$ cat src/rtl/ptt_pkg.sv
// Shared types, constants and the control program of the pan/tilt tracker.
package ptt_pkg;

  // Pixel and error widths.
  localparam int PIXEL_BITS = 12;
  localparam int ERR_W      = PIXEL_BITS + 1;

  // Frame centre in pixels.
  localparam logic [PIXEL_BITS-1:0] CENTER_X = PIXEL_BITS'(320);
  localparam logic [PIXEL_BITS-1:0] CENTER_Y = PIXEL_BITS'(240);

  // Fixed-point constants (Q1.12 unity, Q8.8 pan and Q6.8 tilt angles).
  localparam logic [12:0] ONE_Q12      = 13'd4096;
  localparam logic [15:0] PAN_MAX_Q8   = 16'd46080;
  localparam logic [13:0] TILT_MAX_Q8  = 14'd11520;
  localparam logic [15:0] PAN_RESET_Q8 = 16'd23040;

  // Register reset values.
  localparam logic [12:0] SMOOTHING_RESET  = 13'd4096;
  localparam logic [15:0] STEP_PAN_RESET   = 16'd46080;
  localparam logic [13:0] STEP_TILT_RESET  = 14'd11520;

  // Configuration register map.
  localparam int ADDR_W = 5;
  localparam logic [2:0] REG_GAIN_P_PAN   = 3'd0;
  localparam logic [2:0] REG_GAIN_D_PAN   = 3'd1;
  localparam logic [2:0] REG_GAIN_P_TILT  = 3'd2;
  localparam logic [2:0] REG_GAIN_D_TILT  = 3'd3;
  localparam logic [2:0] REG_SMOOTHING    = 3'd4;
  localparam logic [2:0] REG_DEAD_ZONE    = 3'd5;
  localparam logic [2:0] REG_STEP_PAN     = 3'd6;
  localparam logic [2:0] REG_STEP_TILT    = 3'd7;

  typedef struct packed {
    logic [15:0] gain_p_pan;
    logic [15:0] gain_d_pan;
    logic [15:0] gain_p_tilt;
    logic [15:0] gain_d_tilt;
    logic [12:0] smoothing;
    logic [11:0] dead_zone;
    logic [15:0] step_limit_pan;
    logic [13:0] step_limit_tilt;
  } cfg_t;

  // Datapath operations, one per control word.
  typedef enum logic [3:0] {
    OP_ERR,     // form dead-zoned error and error difference
    OP_MUL_P,   // product <= gain_p * err
    OP_MUL_D,   // acc <= product, product <= gain_d * derr
    OP_CMD,     // command <= clamp(floor(sum / 16))
    OP_MUL_A,   // product <= alpha * command
    OP_MUL_B,   // acc <= product, product <= (1 - alpha) * smoothed step
    OP_ZERO,    // clear acc and product for a zero error
    OP_SMOOTH,  // smoothed step <= floor(sum / 4096)
    OP_POS,     // position update with clamp
    OP_OUT      // hand the angle pair to the output register
  } op_e;

  typedef enum logic [1:0] {
    C_NONE,
    C_ALWAYS,
    C_ZERO,
    C_AXIS0
  } cond_e;

  localparam int PC_W = 4;
  localparam logic [PC_W-1:0] PC_ERR    = PC_W'(0);
  localparam logic [PC_W-1:0] PC_ZERO   = PC_W'(6);
  localparam logic [PC_W-1:0] PC_SMOOTH = PC_W'(7);

  typedef struct packed {
    op_e             op;
    cond_e           cond;
    logic [PC_W-1:0] target;
  } uword_t;

  typedef struct packed {
    logic en;
    logic axis;
    op_e  op;
  } ctrl_t;

  typedef struct packed {
    logic err_zero;
  } status_t;

  // Control store: one axis program, run once for pan and once for tilt.
  function automatic uword_t ucode(input logic [PC_W-1:0] pc);
    uword_t w;
    unique case (pc)
      PC_W'(0): w = '{op: OP_ERR,    cond: C_NONE,   target: PC_ERR};
      PC_W'(1): w = '{op: OP_MUL_P,  cond: C_ZERO,   target: PC_ZERO};
      PC_W'(2): w = '{op: OP_MUL_D,  cond: C_NONE,   target: PC_ERR};
      PC_W'(3): w = '{op: OP_CMD,    cond: C_NONE,   target: PC_ERR};
      PC_W'(4): w = '{op: OP_MUL_A,  cond: C_NONE,   target: PC_ERR};
      PC_W'(5): w = '{op: OP_MUL_B,  cond: C_ALWAYS, target: PC_SMOOTH};
      PC_W'(6): w = '{op: OP_ZERO,   cond: C_NONE,   target: PC_ERR};
      PC_W'(7): w = '{op: OP_SMOOTH, cond: C_NONE,   target: PC_ERR};
      PC_W'(8): w = '{op: OP_POS,    cond: C_AXIS0,  target: PC_ERR};
      default:  w = '{op: OP_OUT,    cond: C_NONE,   target: PC_ERR};
    endcase
    return w;
  endfunction

endpackage

$ cat src/rtl/ptt_regs.sv
// Configuration register file with its APB-style access port.
module ptt_regs (
  input  logic                      clk_i,
  input  logic                      rst_ni,
  input  logic                      psel,
  input  logic                      penable,
  input  logic                      pwrite,
  input  logic [ptt_pkg::ADDR_W-1:0] paddr,
  input  logic [31:0]               pwdata,
  output logic [31:0]               prdata,
  output logic                      pready,
  output ptt_pkg::cfg_t             cfg_o
);
  import ptt_pkg::*;

  cfg_t       cfg_q, cfg_d;
  logic [2:0] idx;
  logic       wr_en;

  assign idx    = paddr[ADDR_W-1:2];
  assign wr_en  = psel && penable && pwrite;
  assign pready = 1'b1;

  // Register write decode.
  always_comb begin
    cfg_d = cfg_q;
    if (wr_en) begin
      unique case (idx)
        REG_GAIN_P_PAN:  cfg_d.gain_p_pan      = pwdata[15:0];
        REG_GAIN_D_PAN:  cfg_d.gain_d_pan      = pwdata[15:0];
        REG_GAIN_P_TILT: cfg_d.gain_p_tilt     = pwdata[15:0];
        REG_GAIN_D_TILT: cfg_d.gain_d_tilt     = pwdata[15:0];
        REG_SMOOTHING:   cfg_d.smoothing       = pwdata[12:0];
        REG_DEAD_ZONE:   cfg_d.dead_zone       = pwdata[11:0];
        REG_STEP_PAN:    cfg_d.step_limit_pan  = pwdata[15:0];
        REG_STEP_TILT:   cfg_d.step_limit_tilt = pwdata[13:0];
        default:         cfg_d = cfg_q;
      endcase
    end
  end

  always_ff @(posedge clk_i or negedge rst_ni) begin
    if (!rst_ni) begin
      cfg_q <= '{gain_p_pan: 16'd0, gain_d_pan: 16'd0, gain_p_tilt: 16'd0,
                 gain_d_tilt: 16'd0, smoothing: SMOOTHING_RESET, dead_zone: 12'd0,
                 step_limit_pan: STEP_PAN_RESET, step_limit_tilt: STEP_TILT_RESET};
    end else begin
      cfg_q <= cfg_d;
    end
  end

  // Read-back multiplexer.
  always_comb begin
    unique case (idx)
      REG_GAIN_P_PAN:  prdata = {16'd0, cfg_q.gain_p_pan};
      REG_GAIN_D_PAN:  prdata = {16'd0, cfg_q.gain_d_pan};
      REG_GAIN_P_TILT: prdata = {16'd0, cfg_q.gain_p_tilt};
      REG_GAIN_D_TILT: prdata = {16'd0, cfg_q.gain_d_tilt};
      REG_SMOOTHING:   prdata = {19'd0, cfg_q.smoothing};
      REG_DEAD_ZONE:   prdata = {20'd0, cfg_q.dead_zone};
      REG_STEP_PAN:    prdata = {16'd0, cfg_q.step_limit_pan};
      REG_STEP_TILT:   prdata = {18'd0, cfg_q.step_limit_tilt};
      default:         prdata = 32'd0;
    endcase
  end

  assign cfg_o = cfg_q;

endmodule

$ cat src/rtl/ptt_sequencer.sv
// Microcode sequencer: step counter, axis select and conditional jumps.
module ptt_sequencer (
  input  logic              clk_i,
  input  logic              rst_ni,
  input  logic              start_i,
  input  logic              out_free_i,
  input  ptt_pkg::status_t  status_i,
  output ptt_pkg::ctrl_t    ctrl_o,
  output logic              busy_o
);
  import ptt_pkg::*;

  logic [PC_W-1:0] pc_q;
  logic            axis_q;
  logic            busy_q;
  uword_t          w;
  logic            stall;
  logic            step;
  logic            taken;

  assign w = ucode(pc_q);

  // The last step waits until the output register can take the angle pair.
  assign stall = (w.op == OP_OUT) && !out_free_i;
  assign step  = busy_q && !stall;

  // Jump condition.
  always_comb begin
    case (w.cond)
      C_NONE:   taken = 1'b0;
      C_ALWAYS: taken = 1'b1;
      C_ZERO:   taken = status_i.err_zero;
      C_AXIS0:  taken = !axis_q;
      default:  taken = 1'b0;
    endcase
  end

  always_ff @(posedge clk_i or negedge rst_ni) begin
    if (!rst_ni) begin
      pc_q   <= PC_ERR;
      axis_q <= 1'b0;
      busy_q <= 1'b0;
    end else if (start_i) begin
      pc_q   <= PC_ERR;
      axis_q <= 1'b0;
      busy_q <= 1'b1;
    end else if (step) begin
      if (w.op == OP_OUT) begin
        busy_q <= 1'b0;
      end
      if (w.op == OP_POS && taken) begin
        axis_q <= 1'b1;
      end
      pc_q <= taken ? w.target : pc_q + PC_W'(1);
    end
  end

  assign ctrl_o = '{en: step, axis: axis_q, op: w.op};
  assign busy_o = busy_q;

endmodule

$ cat src/rtl/ptt_datapath.sv
// Shared-multiplier datapath and per-axis state of the tracker.
module ptt_datapath #(
  parameter logic [ptt_pkg::PIXEL_BITS-1:0] CENTER_X = ptt_pkg::CENTER_X,
  parameter logic [ptt_pkg::PIXEL_BITS-1:0] CENTER_Y = ptt_pkg::CENTER_Y
) (
  input  logic                          clk_i,
  input  logic                          rst_ni,
  input  ptt_pkg::cfg_t                 cfg_i,
  input  logic                          load_i,
  input  logic [ptt_pkg::PIXEL_BITS-1:0] target_x_i,
  input  logic [ptt_pkg::PIXEL_BITS-1:0] target_y_i,
  input  ptt_pkg::ctrl_t                ctrl_i,
  output ptt_pkg::status_t              status_o,
  output logic [7:0]                    pan_angle_o,
  output logic [5:0]                    tilt_angle_o
);
  import ptt_pkg::*;

  // Captured item and working registers.
  logic [PIXEL_BITS-1:0]   tx_q, ty_q;
  logic signed [ERR_W-1:0] err_q;
  logic signed [ERR_W:0]   derr_q;
  logic signed [31:0]      acc_q, prod_q;
  logic signed [16:0]      cmd_q;
  logic signed [17:0]      s_q;

  // Per-axis state.
  logic signed [ERR_W-1:0] last_err_pan_q, last_err_tilt_q;
  logic signed [17:0]      sstep_pan_q, sstep_tilt_q;
  logic [15:0]             pos_pan_q;
  logic [13:0]             pos_tilt_q;

  // Axis selection.
  logic                    axis;
  logic [PIXEL_BITS-1:0]   tgt, centre;
  logic signed [ERR_W-1:0] last_err, err_raw, err_new;
  logic [ERR_W-1:0]        mag;
  logic [15:0]             gp, gd, limit;
  logic signed [17:0]      sstep;
  logic [15:0]             pos;
  logic [15:0]             pos_max;

  assign axis     = ctrl_i.axis;
  assign tgt      = axis ? ty_q : tx_q;
  assign centre   = axis ? CENTER_Y : CENTER_X;
  assign last_err = axis ? last_err_tilt_q : last_err_pan_q;
  assign gp       = axis ? cfg_i.gain_p_tilt : cfg_i.gain_p_pan;
  assign gd       = axis ? cfg_i.gain_d_tilt : cfg_i.gain_d_pan;
  assign limit    = axis ? {2'b00, cfg_i.step_limit_tilt} : cfg_i.step_limit_pan;
  assign sstep    = axis ? sstep_tilt_q : sstep_pan_q;
  assign pos      = axis ? {2'b00, pos_tilt_q} : pos_pan_q;
  assign pos_max  = axis ? {2'b00, TILT_MAX_Q8} : PAN_MAX_Q8;

  // Error with dead zone.
  assign err_raw = $signed({1'b0, tgt}) - $signed({1'b0, centre});
  assign mag     = err_raw[ERR_W-1] ? ERR_W'(-err_raw) : ERR_W'(err_raw);
  assign err_new = (mag < {1'b0, cfg_i.dead_zone}) ? '0 : err_raw;

  // Smoothing weight, saturated at one.
  logic [12:0] alpha, alpha_c;
  assign alpha   = (cfg_i.smoothing > ONE_Q12) ? ONE_Q12 : cfg_i.smoothing;
  assign alpha_c = ONE_Q12 - alpha;

  // Shared multiplier with operand selection.
  logic signed [16:0] mul_a;
  logic signed [17:0] mul_b;
  logic signed [34:0] mul_p;
  always_comb begin
    case (ctrl_i.op)
      OP_MUL_P: begin
        mul_a = $signed({1'b0, gp});
        mul_b = 18'(err_q);
      end
      OP_MUL_D: begin
        mul_a = $signed({1'b0, gd});
        mul_b = 18'(derr_q);
      end
      OP_MUL_A: begin
        mul_a = $signed({4'b0, alpha});
        mul_b = 18'(cmd_q);
      end
      default: begin
        mul_a = $signed({4'b0, alpha_c});
        mul_b = sstep;
      end
    endcase
  end
  assign mul_p = mul_a * mul_b;

  // Sum of the two partial terms, then the scaled forms.
  logic signed [31:0] sum, sh4, lim;
  logic signed [16:0] cmd_new;
  logic signed [18:0] pos_diff;
  logic [15:0]        pos_new;
  assign sum = acc_q + prod_q;
  assign sh4 = sum >>> 4;
  assign lim = $signed({16'd0, limit});

  always_comb begin
    if (sh4 > lim) begin
      cmd_new = lim[16:0];
    end else if (sh4 < -lim) begin
      cmd_new = 17'(-lim);
    end else begin
      cmd_new = sh4[16:0];
    end
  end

  // Position update with clamp to the axis range.
  assign pos_diff = $signed({3'b000, pos}) - $signed({s_q[17], s_q});
  always_comb begin
    if (pos_diff < 0) begin
      pos_new = 16'd0;
    end else if (pos_diff > $signed({3'b000, pos_max})) begin
      pos_new = pos_max;
    end else begin
      pos_new = pos_diff[15:0];
    end
  end

  // Working registers.
  always_ff @(posedge clk_i) begin
    if (load_i) begin
      tx_q <= target_x_i;
      ty_q <= target_y_i;
    end
    if (ctrl_i.en) begin
      case (ctrl_i.op)
        OP_ERR: begin
          err_q  <= err_new;
          derr_q <= (ERR_W+1)'(err_new) - (ERR_W+1)'(last_err);
        end
        OP_MUL_P, OP_MUL_A: prod_q <= mul_p[31:0];
        OP_MUL_D, OP_MUL_B: begin
          acc_q  <= prod_q;
          prod_q <= mul_p[31:0];
        end
        OP_CMD: cmd_q <= cmd_new;
        OP_ZERO: begin
          acc_q  <= '0;
          prod_q <= '0;
        end
        OP_SMOOTH: s_q <= 18'(sum >>> 12);
        default: ;
      endcase
    end
  end

  // Axis state.
  always_ff @(posedge clk_i or negedge rst_ni) begin
    if (!rst_ni) begin
      last_err_pan_q  <= '0;
      last_err_tilt_q <= '0;
      sstep_pan_q     <= '0;
      sstep_tilt_q    <= '0;
      pos_pan_q       <= PAN_RESET_Q8;
      pos_tilt_q      <= '0;
    end else if (ctrl_i.en) begin
      if (ctrl_i.op == OP_ERR) begin
        if (axis) begin
          last_err_tilt_q <= err_new;
        end else begin
          last_err_pan_q  <= err_new;
        end
      end
      if (ctrl_i.op == OP_SMOOTH) begin
        if (axis) begin
          sstep_tilt_q <= 18'(sum >>> 12);
        end else begin
          sstep_pan_q  <= 18'(sum >>> 12);
        end
      end
      if (ctrl_i.op == OP_POS) begin
        if (axis) begin
          pos_tilt_q <= pos_new[13:0];
        end else begin
          pos_pan_q  <= pos_new;
        end
      end
    end
  end

  assign status_o.err_zero = (err_q == '0);

  // Round half up to whole degrees.
  logic [16:0] pan_r;
  logic [14:0] tilt_r;
  assign pan_r        = {1'b0, pos_pan_q} + 17'd128;
  assign tilt_r       = {1'b0, pos_tilt_q} + 15'd128;
  assign pan_angle_o  = pan_r[15:8];
  assign tilt_angle_o = tilt_r[13:8];

endmodule

$ cat src/rtl/pan_tilt_pd_tracker_top.sv
// Top level of the pan/tilt PD tracker: ports, handshake and output register.
//
// Usage: one face position per frame enters on the slave stream (target_x in
// s_axis_tdata[11:0], target_y in [23:12]). One pan/tilt angle pair leaves on
// the master stream (pan_angle in m_axis_tdata[7:0], tilt_angle in [13:8]).
// Gains, smoothing, dead zone and step limits are set through the APB-style
// port at byte addresses 0x00 to 0x1C; write them only while the block is idle.
// The time from acceptance to a valid result is set by the control program:
// eight steps per axis, five for an axis whose error is zero, and one step to
// load the output register, all through one shared 17 x 18 multiplier. One
// item is in work at a time; s_axis_tready is high whenever the sequencer is
// idle, also while a result waits in the output register, so the next item
// can be taken in the same cycle as a result appears. If the receiver stalls,
// the next item runs until its final step and holds there until the output
// register is free.
// Reset clears the registers to their documented values, the pan position to
// 90 degrees and the tilt position to 0 degrees, and empties the output.
module pan_tilt_pd_tracker_top #(
  parameter logic [ptt_pkg::PIXEL_BITS-1:0] CENTER_X = ptt_pkg::CENTER_X,
  parameter logic [ptt_pkg::PIXEL_BITS-1:0] CENTER_Y = ptt_pkg::CENTER_Y
) (
  input  logic                       clk_i,
  input  logic                       rst_ni,
  // Slave stream: [11:0] target_x, [23:12] target_y.
  input  logic                       s_axis_tvalid,
  output logic                       s_axis_tready,
  input  logic [23:0]                s_axis_tdata,
  // Master stream: [7:0] pan_angle, [13:8] tilt_angle, [15:14] zero.
  output logic                       m_axis_tvalid,
  input  logic                       m_axis_tready,
  output logic [15:0]                m_axis_tdata,
  // Configuration port.
  input  logic                       psel,
  input  logic                       penable,
  input  logic                       pwrite,
  input  logic [ptt_pkg::ADDR_W-1:0] paddr,
  input  logic [31:0]                pwdata,
  output logic [31:0]                prdata,
  output logic                       pready
);
  import ptt_pkg::*;

  cfg_t       cfg;
  ctrl_t      ctrl;
  status_t    status;
  logic       busy;
  logic       start;
  logic       out_free;
  logic       out_load;
  logic [7:0] pan_angle;
  logic [5:0] tilt_angle;

  logic        m_valid_q;
  logic [15:0] m_data_q;

  assign s_axis_tready = !busy;
  assign start         = s_axis_tvalid && !busy;
  assign out_free      = !m_valid_q || m_axis_tready;
  assign out_load      = ctrl.en && (ctrl.op == OP_OUT);

  ptt_regs u_regs (
    .clk_i   (clk_i),
    .rst_ni  (rst_ni),
    .psel    (psel),
    .penable (penable),
    .pwrite  (pwrite),
    .paddr   (paddr),
    .pwdata  (pwdata),
    .prdata  (prdata),
    .pready  (pready),
    .cfg_o   (cfg)
  );

  ptt_sequencer u_seq (
    .clk_i      (clk_i),
    .rst_ni     (rst_ni),
    .start_i    (start),
    .out_free_i (out_free),
    .status_i   (status),
    .ctrl_o     (ctrl),
    .busy_o     (busy)
  );

  ptt_datapath #(
    .CENTER_X (CENTER_X),
    .CENTER_Y (CENTER_Y)
  ) u_dp (
    .clk_i        (clk_i),
    .rst_ni       (rst_ni),
    .cfg_i        (cfg),
    .load_i       (start),
    .target_x_i   (s_axis_tdata[11:0]),
    .target_y_i   (s_axis_tdata[23:12]),
    .ctrl_i       (ctrl),
    .status_o     (status),
    .pan_angle_o  (pan_angle),
    .tilt_angle_o (tilt_angle)
  );

  // Output register.
  always_ff @(posedge clk_i or negedge rst_ni) begin
    if (!rst_ni) begin
      m_valid_q <= 1'b0;
    end else if (out_load) begin
      m_valid_q <= 1'b1;
    end else if (m_axis_tready) begin
      m_valid_q <= 1'b0;
    end
  end

  always_ff @(posedge clk_i) begin
    if (out_load) begin
      m_data_q <= {2'b00, tilt_angle, pan_angle};
    end
  end

  assign m_axis_tvalid = m_valid_q;
  assign m_axis_tdata  = m_data_q;

  // An accepted item always starts the sequencer.
  assert property (@(posedge clk_i) disable iff (!rst_ni)
    (s_axis_tvalid && s_axis_tready) |=> !s_axis_tready)
    else $error("sequencer did not start on an accepted item");

  // A result appears only as the sequencer finishes its program.
  assert property (@(posedge clk_i) disable iff (!rst_ni)
    $rose(m_valid_q) |-> (!busy && $past(busy)))
    else $error("result appeared outside the end of a program run");

  // Angles stay inside the servo ranges.
  assert property (@(posedge clk_i) disable iff (!rst_ni)
    m_valid_q |-> (m_data_q[7:0] <= 8'd180 && m_data_q[13:8] <= 6'd45))
    else $error("angle out of range");

endmodule
$ cat config.mk
export PLATFORM = sky130hd
export DESIGN_NAME = pan_tilt_pd_tracker_top
export DESIGN_NICKNAME = d
export VERILOG_FILES = /design/src/rtl/ptt_pkg.sv /design/src/rtl/ptt_regs.sv /design/src/rtl/ptt_sequencer.sv /design/src/rtl/ptt_datapath.sv /design/src/rtl/pan_tilt_pd_tracker_top.sv
export SDC_FILE = /design/constraint.sdc
export NUM_CORES = 2
export LEC_CHECK = 0
export ABC_AREA = 1
export BUFFER_PORTS_ARGS = -buffer_cell sky130_fd_sc_hd__buf_2
export CORE_ASPECT_RATIO = 1.5
export CORE_MARGIN = 2
export CORE_UTILIZATION = 50
export CTS_CLUSTER_DIAMETER = 80
export CTS_CLUSTER_SIZE = 8
export DETAILED_ROUTE_END_ITERATION = 12
export PLACE_DENSITY = 0.75
export SLEW_MARGIN = 30
export SYNTH_ARGS = -nofsm -noshare
export SYNTH_HDL_FRONTEND = slang
export SYNTH_SLANG_ARGS = --single-unit
$ cat constraint.sdc
create_clock -name clk_i -period 8.1 [get_ports clk_i]
set_clock_uncertainty 0.1 [all_clocks]
set_input_delay 0.405 -clock clk_i [delete_from_list [all_inputs] [get_ports clk_i]]
set_output_delay 0.405 -clock clk_i [all_outputs]
set_load 0.05 [all_outputs]
; Yosys cells after proc, flatten, opt, wreduce, memory -nomap -nowiden
; Memory sizes are Yosys's and may differ from the RTL's.
; Cells that the tools add are included.
[word_totals]
romBits = 144
n_memories = 1
latchBits = 0
word_cells = 145
regBits = 382
mem_bits_rw = 0
[op_classes]
mul = 1
eq_ne = 19
order_cmp = 6
add_sub_neg = 10
reduce_logical = 46
shift = 0
div = 0
muxes = 33
n_bitwise = 1
[mem_list]
columns = name, depth, word_bits, read_ports, rd_clocked_by_memory_dff, wr, line_no
row1 = (name not given), 16, 9, 1, 0, 0, ptt_pkg.sv:90  ; unique case (pc)
[ops]
columns = cell, n
row1 = $pmux 32 s8, 1
row2 = $mux 16, 8
row3 = $pmux 32 s2, 2
row4 = $pmux 18 s3, 1
row5 = $mux 13, 4
row6 = $pmux 16 s3, 1
row7 = $add 32x32->32, 1
row8 = $lt 28x32->1, 1
row9 = $mul 17x18->32, 1
row10 = $neg 16->32, 1
row11 = $reduce_and 2->1, 15
row12 = $gt 28x17->1, 1
row13 = $gt 19x17->1, 1
row14 = $lt 19x1->1 const B, 1
row15 = $sub 17x18->19, 1
row16 = $mux 18, 1
row17 = $reduce_and 3->1, 6
row18 = $mux 17, 1
row19 = $add 16x8->16 const B, 1
row20 = $eq 4x3->1 const B, 4
row21 = $add 14x8->14 const B, 1
row22 = $sub 13x13->14, 1
row23 = $gt 13x13->1 const B, 1
row24 = $logic_not 13->1, 1
row25 = other kinds (28), 59

; Logic depth before layout (Yosys ltp)
[depth]
ltp_word = 8
ltp_mapped = 42

; Modules after synthesis
; Synthesis repeated with hierarchy kept, for this count alone.
[hier_totals]
cells_unflattened = 4294
area_unflattened_um2 = 34479.3
[by_module_without_submodules]
columns = module, instances, cells_per_inst, area_per_inst_um2
row1 = ptt_datapath, 1, 3505, 27545.2
row2 = ptt_regs, 1, 687, 5876.9
row3 = ptt_sequencer, 1, 71, 535.5
row4 = pan_tilt_pd_tracker_top, 1, 31, 521.8

; Worst setup path before layout
; OpenSTA, ideal clock, no wires.
[synth_timing]
path_kind = register -> register
startpoint = register u_regs.cfg_q, in the netlist u_regs.cfg_o[49]
endpoint = register u_dp.prod_q[29] (data pin)
setup_ns = 0.255
arrival_ns = 6.753
required_time_ns = 7.745
n_path_buf = 2
stages_incl_launch_ff = 34
setup_slack_ns = 0.992
cell_sequence = dfrtp_1 > nor2_1 > nand2_1 > nor4_1 > nand2_1 > nand2_1 > buf_4 > nand2_1 > ha_1 > nand3_1 > nor2_2 > xor2_1 > nand2_1 > nand2_1 > clkinv_1 > buf_2 > nor2_1 > fa_1 > inv_1 > fa_1 > inv_1 > fa_1 > fa_1 > fa_1 > inv_1 > fa_1 > inv_1 > ha_1 > a21oi_1 > o21ai_0 > a211oi_1 > nand3_1 > nand2_1 > nor2_1
[synth_via]
elab_chain_cells = 6
[synth_lines]
columns = item, line_no
row1 = from (decl), ptt_regs.sv:16  ; cfg_t cfg_q, cfg_d;
row2 = from (signal assigned), ptt_regs.sv:44  ; cfg_q <= '{gain_p_pan: 16'd0, gain_d_pan: 16'd0, gain_p_tilt: 16'd0,
row3 = from (signal assigned), ptt_regs.sv:48  ; cfg_q <= cfg_d;
row4 = $gt 13x13->1, ptt_datapath.sv:61  ; assign alpha = (cfg_i.smoothing > ONE_Q12) ? ONE_Q12 : cfg_i.smoothing;
row5 = $mux 13 (*), ptt_datapath.sv:61
row6 = $sub 13x13->13, ptt_datapath.sv:62  ; assign alpha_c = ONE_Q12 - alpha;
row7 = $pmux 16 s3 (*), ptt_datapath.sv:69  ; case (ctrl_i.op)
row8 = $mul 17x18->32 (*), ptt_datapath.sv:88  ; assign mul_p = mul_a * mul_b;
row9 = $pmux 32 s2 (*), ptt_datapath.sv:128  ; case (ctrl_i.op)
row10 = to (signal assigned), ptt_datapath.sv:133  ; OP_MUL_P, OP_MUL_A: prod_q <= mul_p[31:0];
row11 = to (signal assigned), ptt_datapath.sv:136  ; prod_q <= mul_p[31:0];
row12 = to (decl), ptt_datapath.sv:23  ; logic signed [31:0] acc_q, prod_q;
; Every way passes the cells marked *; elsewhere a longest branch is shown, timed or not.
; A chain may end at the register's enable or synchronous reset.

; Worst setup path after layout
[layout_timing]
startpoint = register u_seq.pc_q[0]
endpoint = register u_dp.prod_q[24] (data pin)
[layout_via]
elab_chain_cells = 5
word_cells_on_any_way = 11
classes_between = 1 x mul / 5 x eq/ne / 3 x mux / 1 x reduce/logical / 1 x memory
[layout_lines]
columns = item, line_no
row1 = from (decl), ptt_sequencer.sv:13  ; logic [PC_W-1:0] pc_q;
row2 = from (signal assigned), ptt_sequencer.sv:54  ; pc_q <= taken ? w.target : pc_q + PC_W'(1);
row3 = $mem_v2 16x9 (*), -
row4 = "$eq 4x3->1, or another cell as far along", "ptt_datapath.sv:69, ptt_datapath.sv:128"
row5 = $pmux 16 s3 or $pmux 18 s3 (tied branches), ptt_datapath.sv:69
row6 = $mul 17x18->32, ptt_datapath.sv:88
row7 = $pmux 32 s2 (*), ptt_datapath.sv:128
; Marks and branches as above.

==> out/qor.csv <==
stage;metric;value;unit
detailed_routing;vias per cell;5.476;
finish;# fillers;6000;
synthesis;synthesized instance count;4140;
detailed_routing;drt initial violations;2384;
synthesis;Seq/Total Area, Yosys;0.3104;
placement;placed wire-length estimate;73320;um
global_route;GRT Residual Overflow;0;
worst_setup_path;Crit Path Category;reg2reg;
timing;Final Cycle Share;0.9616;
worst_setup_path;Reg2Reg Depth;32;
floorplanning;Die Wd;215.3;um
placement;Final GP Congestion;0.9636;
floorplanning;die footprint;0.06911;sq mm
worst_hold_path;cell depth of the worst hold path;4;
timing;Slew HR;0.2577;
worst_hold_path;Worst Hold Class;in2reg;
floorplanning;IO Count;119;
synthesis;Yosys top cell area share;0.1644;
detailed_routing;wire per inst;17.98;um
worst_setup_path;r2r startpoint;u_seq.pc_q[0]$_DFFE_PN0P_;
timing;actual slew at the worst max-slew pin;1.102;ns
global_route;initial antenna violation count;0;
worst_setup_path;WP data arrival;8.09;ns
timing;Slew Limit Fails;0;
worst_setup_path;startpoint types;flip-flop;
timing;FMAX;128.4;MHz
synthesis;Main synth FF type;dfrtp_1;
finish;Final Util;0.5641;
timing;post-route setup slack;0.3109;ns
finish;Ant. Diodes;0;
clocking;clk root buf;clkbuf_16;
synthesis;Seq cells post-synth;382;
floorplanning;chip height;321.0;um
detailed_routing;drt drc;0;
synthesis;Post-synth EDFFs;164;
floorplanning;FP Rows;116;
worst_hold_path;Hold Path End;u_regs.cfg_o[20]$_DFFE_PN0P_;
global_route;largest net degree at the start of global routing;152;
timing;WHS;0.2145;ns
outcome;outcome;complete, no violations;
finish;share of layout cells above drive strength 1;0.09070;
global_route;first-pass GRT wire length;151100;um
worst_setup_path;Critical Path Max Stage Delay;0.57;ns
finish;Layout Area Growth over Synthesis;11.96;%
clocking;Reg clk slew, reported paths;0.05;ns
finish;nets@finish;4868;
clocking;TritonCTS Sinks;382;
clocking;H-tree Lvls;2;
detailed_routing;routed vias;28690;
worst_setup_path;CP most frequent cell;fa_1;
placement;dpl ws;0.2098;ns
worst_setup_path;slowest cell on the critical path;fa_1;
synthesis;top cells by area, synth;fa_1 16%, dfrtp_1 15%, edfxtp_1 15%, nand2_1 11%, inv_1 8.1%;
detailed_routing;router iterations before antenna repair;6;
job;Max Cap Violations;0;
synthesis;largest area contributor in the netlist;fa_1;
timing;setup violators final;0;
clocking;total CTS buffers;53;
worst_setup_path;Critical Path RT;8.40;ns
detailed_routing;Routed Antenna Nets;0;
synthesis;library cells used by synthesis;65;
worst_setup_path;R2R Path End;u_dp.prod_q[24]$_SDFFCE_PN0P_;
worst_setup_path;Worst R2R Setup Slack;0.31;ns
worst_hold_path;Hold Path Origin;penable;
timing;min Tclk post-route;7.789;ns
clocking;worst-case clock buffer depth;3;
worst_setup_path;worst-path maximum fanout;10;
global_route;vias in the first global route;29440;
synthesis;FFs w/ async S/R, synth;0.5707;
worst_setup_path;Worst Setup End Kind;flip-flop;
detailed_routing;Total Wirelength;94200;um
synthesis;YS warnings;0;
clocking;Worst-Skew Late Latency;0.62;ns
synthesis;post-synthesis cell area;0.03349;sq mm
timing;setup TNS;0;ns
global_route;Tot GR Track Use;0.2768;
clocking;CTS tree;built;
floorplanning;initial core utilization;0.5038;
floorplanning;Core ar.;0.06647;sq mm
synthesis;Mapped Avg Cell Area;8.089;sq um
timing;Hold Vio Cnt, Final;0;
placement;IO buf count;81;
-- sequential cells by signal, indices dropped and copies added (netlist names), 4 cells and up --
register and count:
m_axis_tdata 14, u_dp.acc_q 32, u_dp.cmd_q 17, u_dp.derr_q 14
u_dp.err_q 13, u_dp.last_err_pan_q 13, u_dp.last_err_tilt_q 13, u_dp.pos_pan_q 16
u_dp.pos_tilt_q 14, u_dp.prod_q 32, u_dp.s_q 18, u_dp.sstep_pan_q 18
u_dp.sstep_tilt_q 18, u_dp.tx_q 12, u_dp.ty_q 12, u_regs.cfg_o 119
u_seq.pc_q 4
-- final cells by class --
| type | instances | area, sq um | area share |
|---|---|---|---|
| multi-input cells | 2893 | 19860 | 0.5296 |
| flip-flops and latches | 382 | 10400 | 0.2774 |
| inverters | 743 | 2815 | 0.07508 |
| repair buffers | 236 | 1743 | 0.04648 |
| clock buffers | 98 | 1526 | 0.04071 |
| well taps | 885 | 1107 | 0.02953 |
| clock inverters | 2 | 38.79 | 0.001034 |
| repair inverters | 1 | 7.507 | 0.0002002 |
-- cells in the mapped netlist, types with 22 or more instances --
library cell  instances
nor2_1              374
a221oi_1             22
a21oi_1             183
clkbuf_1             68
o21ai_0             272
nor3_1               48
buf_2                39
nand2_1             980
nand3_1             115
inv_1               719
ha_1                215
fa_1                275
dfrtp_1             205
xor2_1               58
xnor2_1              33
edfxtp_1            164
buf_4                27
nand4_1              31
-- layout by cell type, fill, tap and decap left out, drive strengths merged, types with 4 or more instances in the layout --
cell type and instances:
o2111ai 13, and3 4, nor3 51, dfstp 13
buf 193, o31ai 5, a21oi 184, fa 275
xor2 59, inv 736, o21bai 16, nand3b 14
clkbuf 98, a21o 10, xnor2 33, and2 4
nand2 989, nand3 118, clkinv 4, a31oi 13
a21boi 10, a221oi 22, ha 215, edfxtp 164
or2 20, nor4 7, o211ai 13, dlygate4sd3 43
mux2i 14, dfrtp 205, clkinvlp 6, o21a 16
a22oi 20, nand4 38, o22ai 15, o21ai 297
nor2 388, conb 19
-- logic make-up after synthesis --
| kind of cell | after synthesis | share of synthesized area |
|---|---|---|
| AND/OR/NAND/NOR | 1633 | 0.2014 |
| buffers and inverters | 882 | 0.1038 |
| AO/OA/AOI/OAI | 645 | 0.1110 |
| adder cells (fa/ha/maj) | 490 | 0.2447 |
| flip-flops | 382 | 0.3104 |
| XOR/XNOR | 92 | 0.02428 |
| multiplexers | 14 | 0.004184 |
| other | 2 | 0.0002242 |
-- routing by layer --
layer / vias up / share of wire / GRT usage
met1: 13850 / 0.36 / 0.2991
met4: 0 / 0.079 / 0.1890
met3: 362 / 0.050 / 0.02686
li1: 13480 / - / -
met2: 1005 / 0.51 / 0.5095
met5: - / 0 / 0
-- worst max path at each step --
stage | start | endpoint | slack (ns) | cells past startpoint
floorplan | u_regs.cfg_o[49]$_DFFE_PN0P_ | u_dp.prod_q[29]$_SDFFCE_PN0P_ | 0.99 | 33
global placement | u_regs.cfg_o[49]$_DFFE_PN0P_ | u_dp.prod_q[29]$_SDFFCE_PN0P_ | 0.25 | 31
detailed placement | u_regs.cfg_o[49]$_DFFE_PN0P_ | u_dp.prod_q[23]$_SDFFCE_PN0P_ | 0.21 | 36
CTS | u_regs.cfg_o[49]$_DFFE_PN0P_ | u_dp.prod_q[29]$_SDFFCE_PN0P_ | 0.15 | 31
global route | u_regs.cfg_o[49]$_DFFE_PN0P_ | u_dp.prod_q[24]$_SDFFCE_PN0P_ | -0.02 | 35
finish | u_seq.pc_q[0]$_DFFE_PN0P_ | u_dp.prod_q[24]$_SDFFCE_PN0P_ | 0.31 | 32
-- worst max-delay path, delay by kind of cell, from the launching register on --
| family | cells | cell delay, ns |
|---|---|---|
| fa+ha+maj | 7 | 3.59 |
| simple gates | 12 | 1.60 |
| buf+inv | 10 | 1.31 |
| compound gates | 3 | 0.50 |
| flops | 1 | 0.45 |
-- per-stage QoR --
stage | std cells | area [sq um]
6_report | 5240 | 37500
5_1_grt | 5240 | 37500
4_1_cts | 5228 | 37240
3_5_place_dp | 5085 | 35240
3_3_place_gp | 5084 | 35230
2_1_floorplan | 4157 | 33550
-- timing repair --
action                     CTS  global route
buffers inserted             0            11
resized for setup            0            50
hold buffers                43             0
hold endpoints to repair   109             0
setup endpoints to repair    0            18
Power is not shown: default switching activity piles up to over one toggle a cycle in this logic, so the estimate is an artifact.
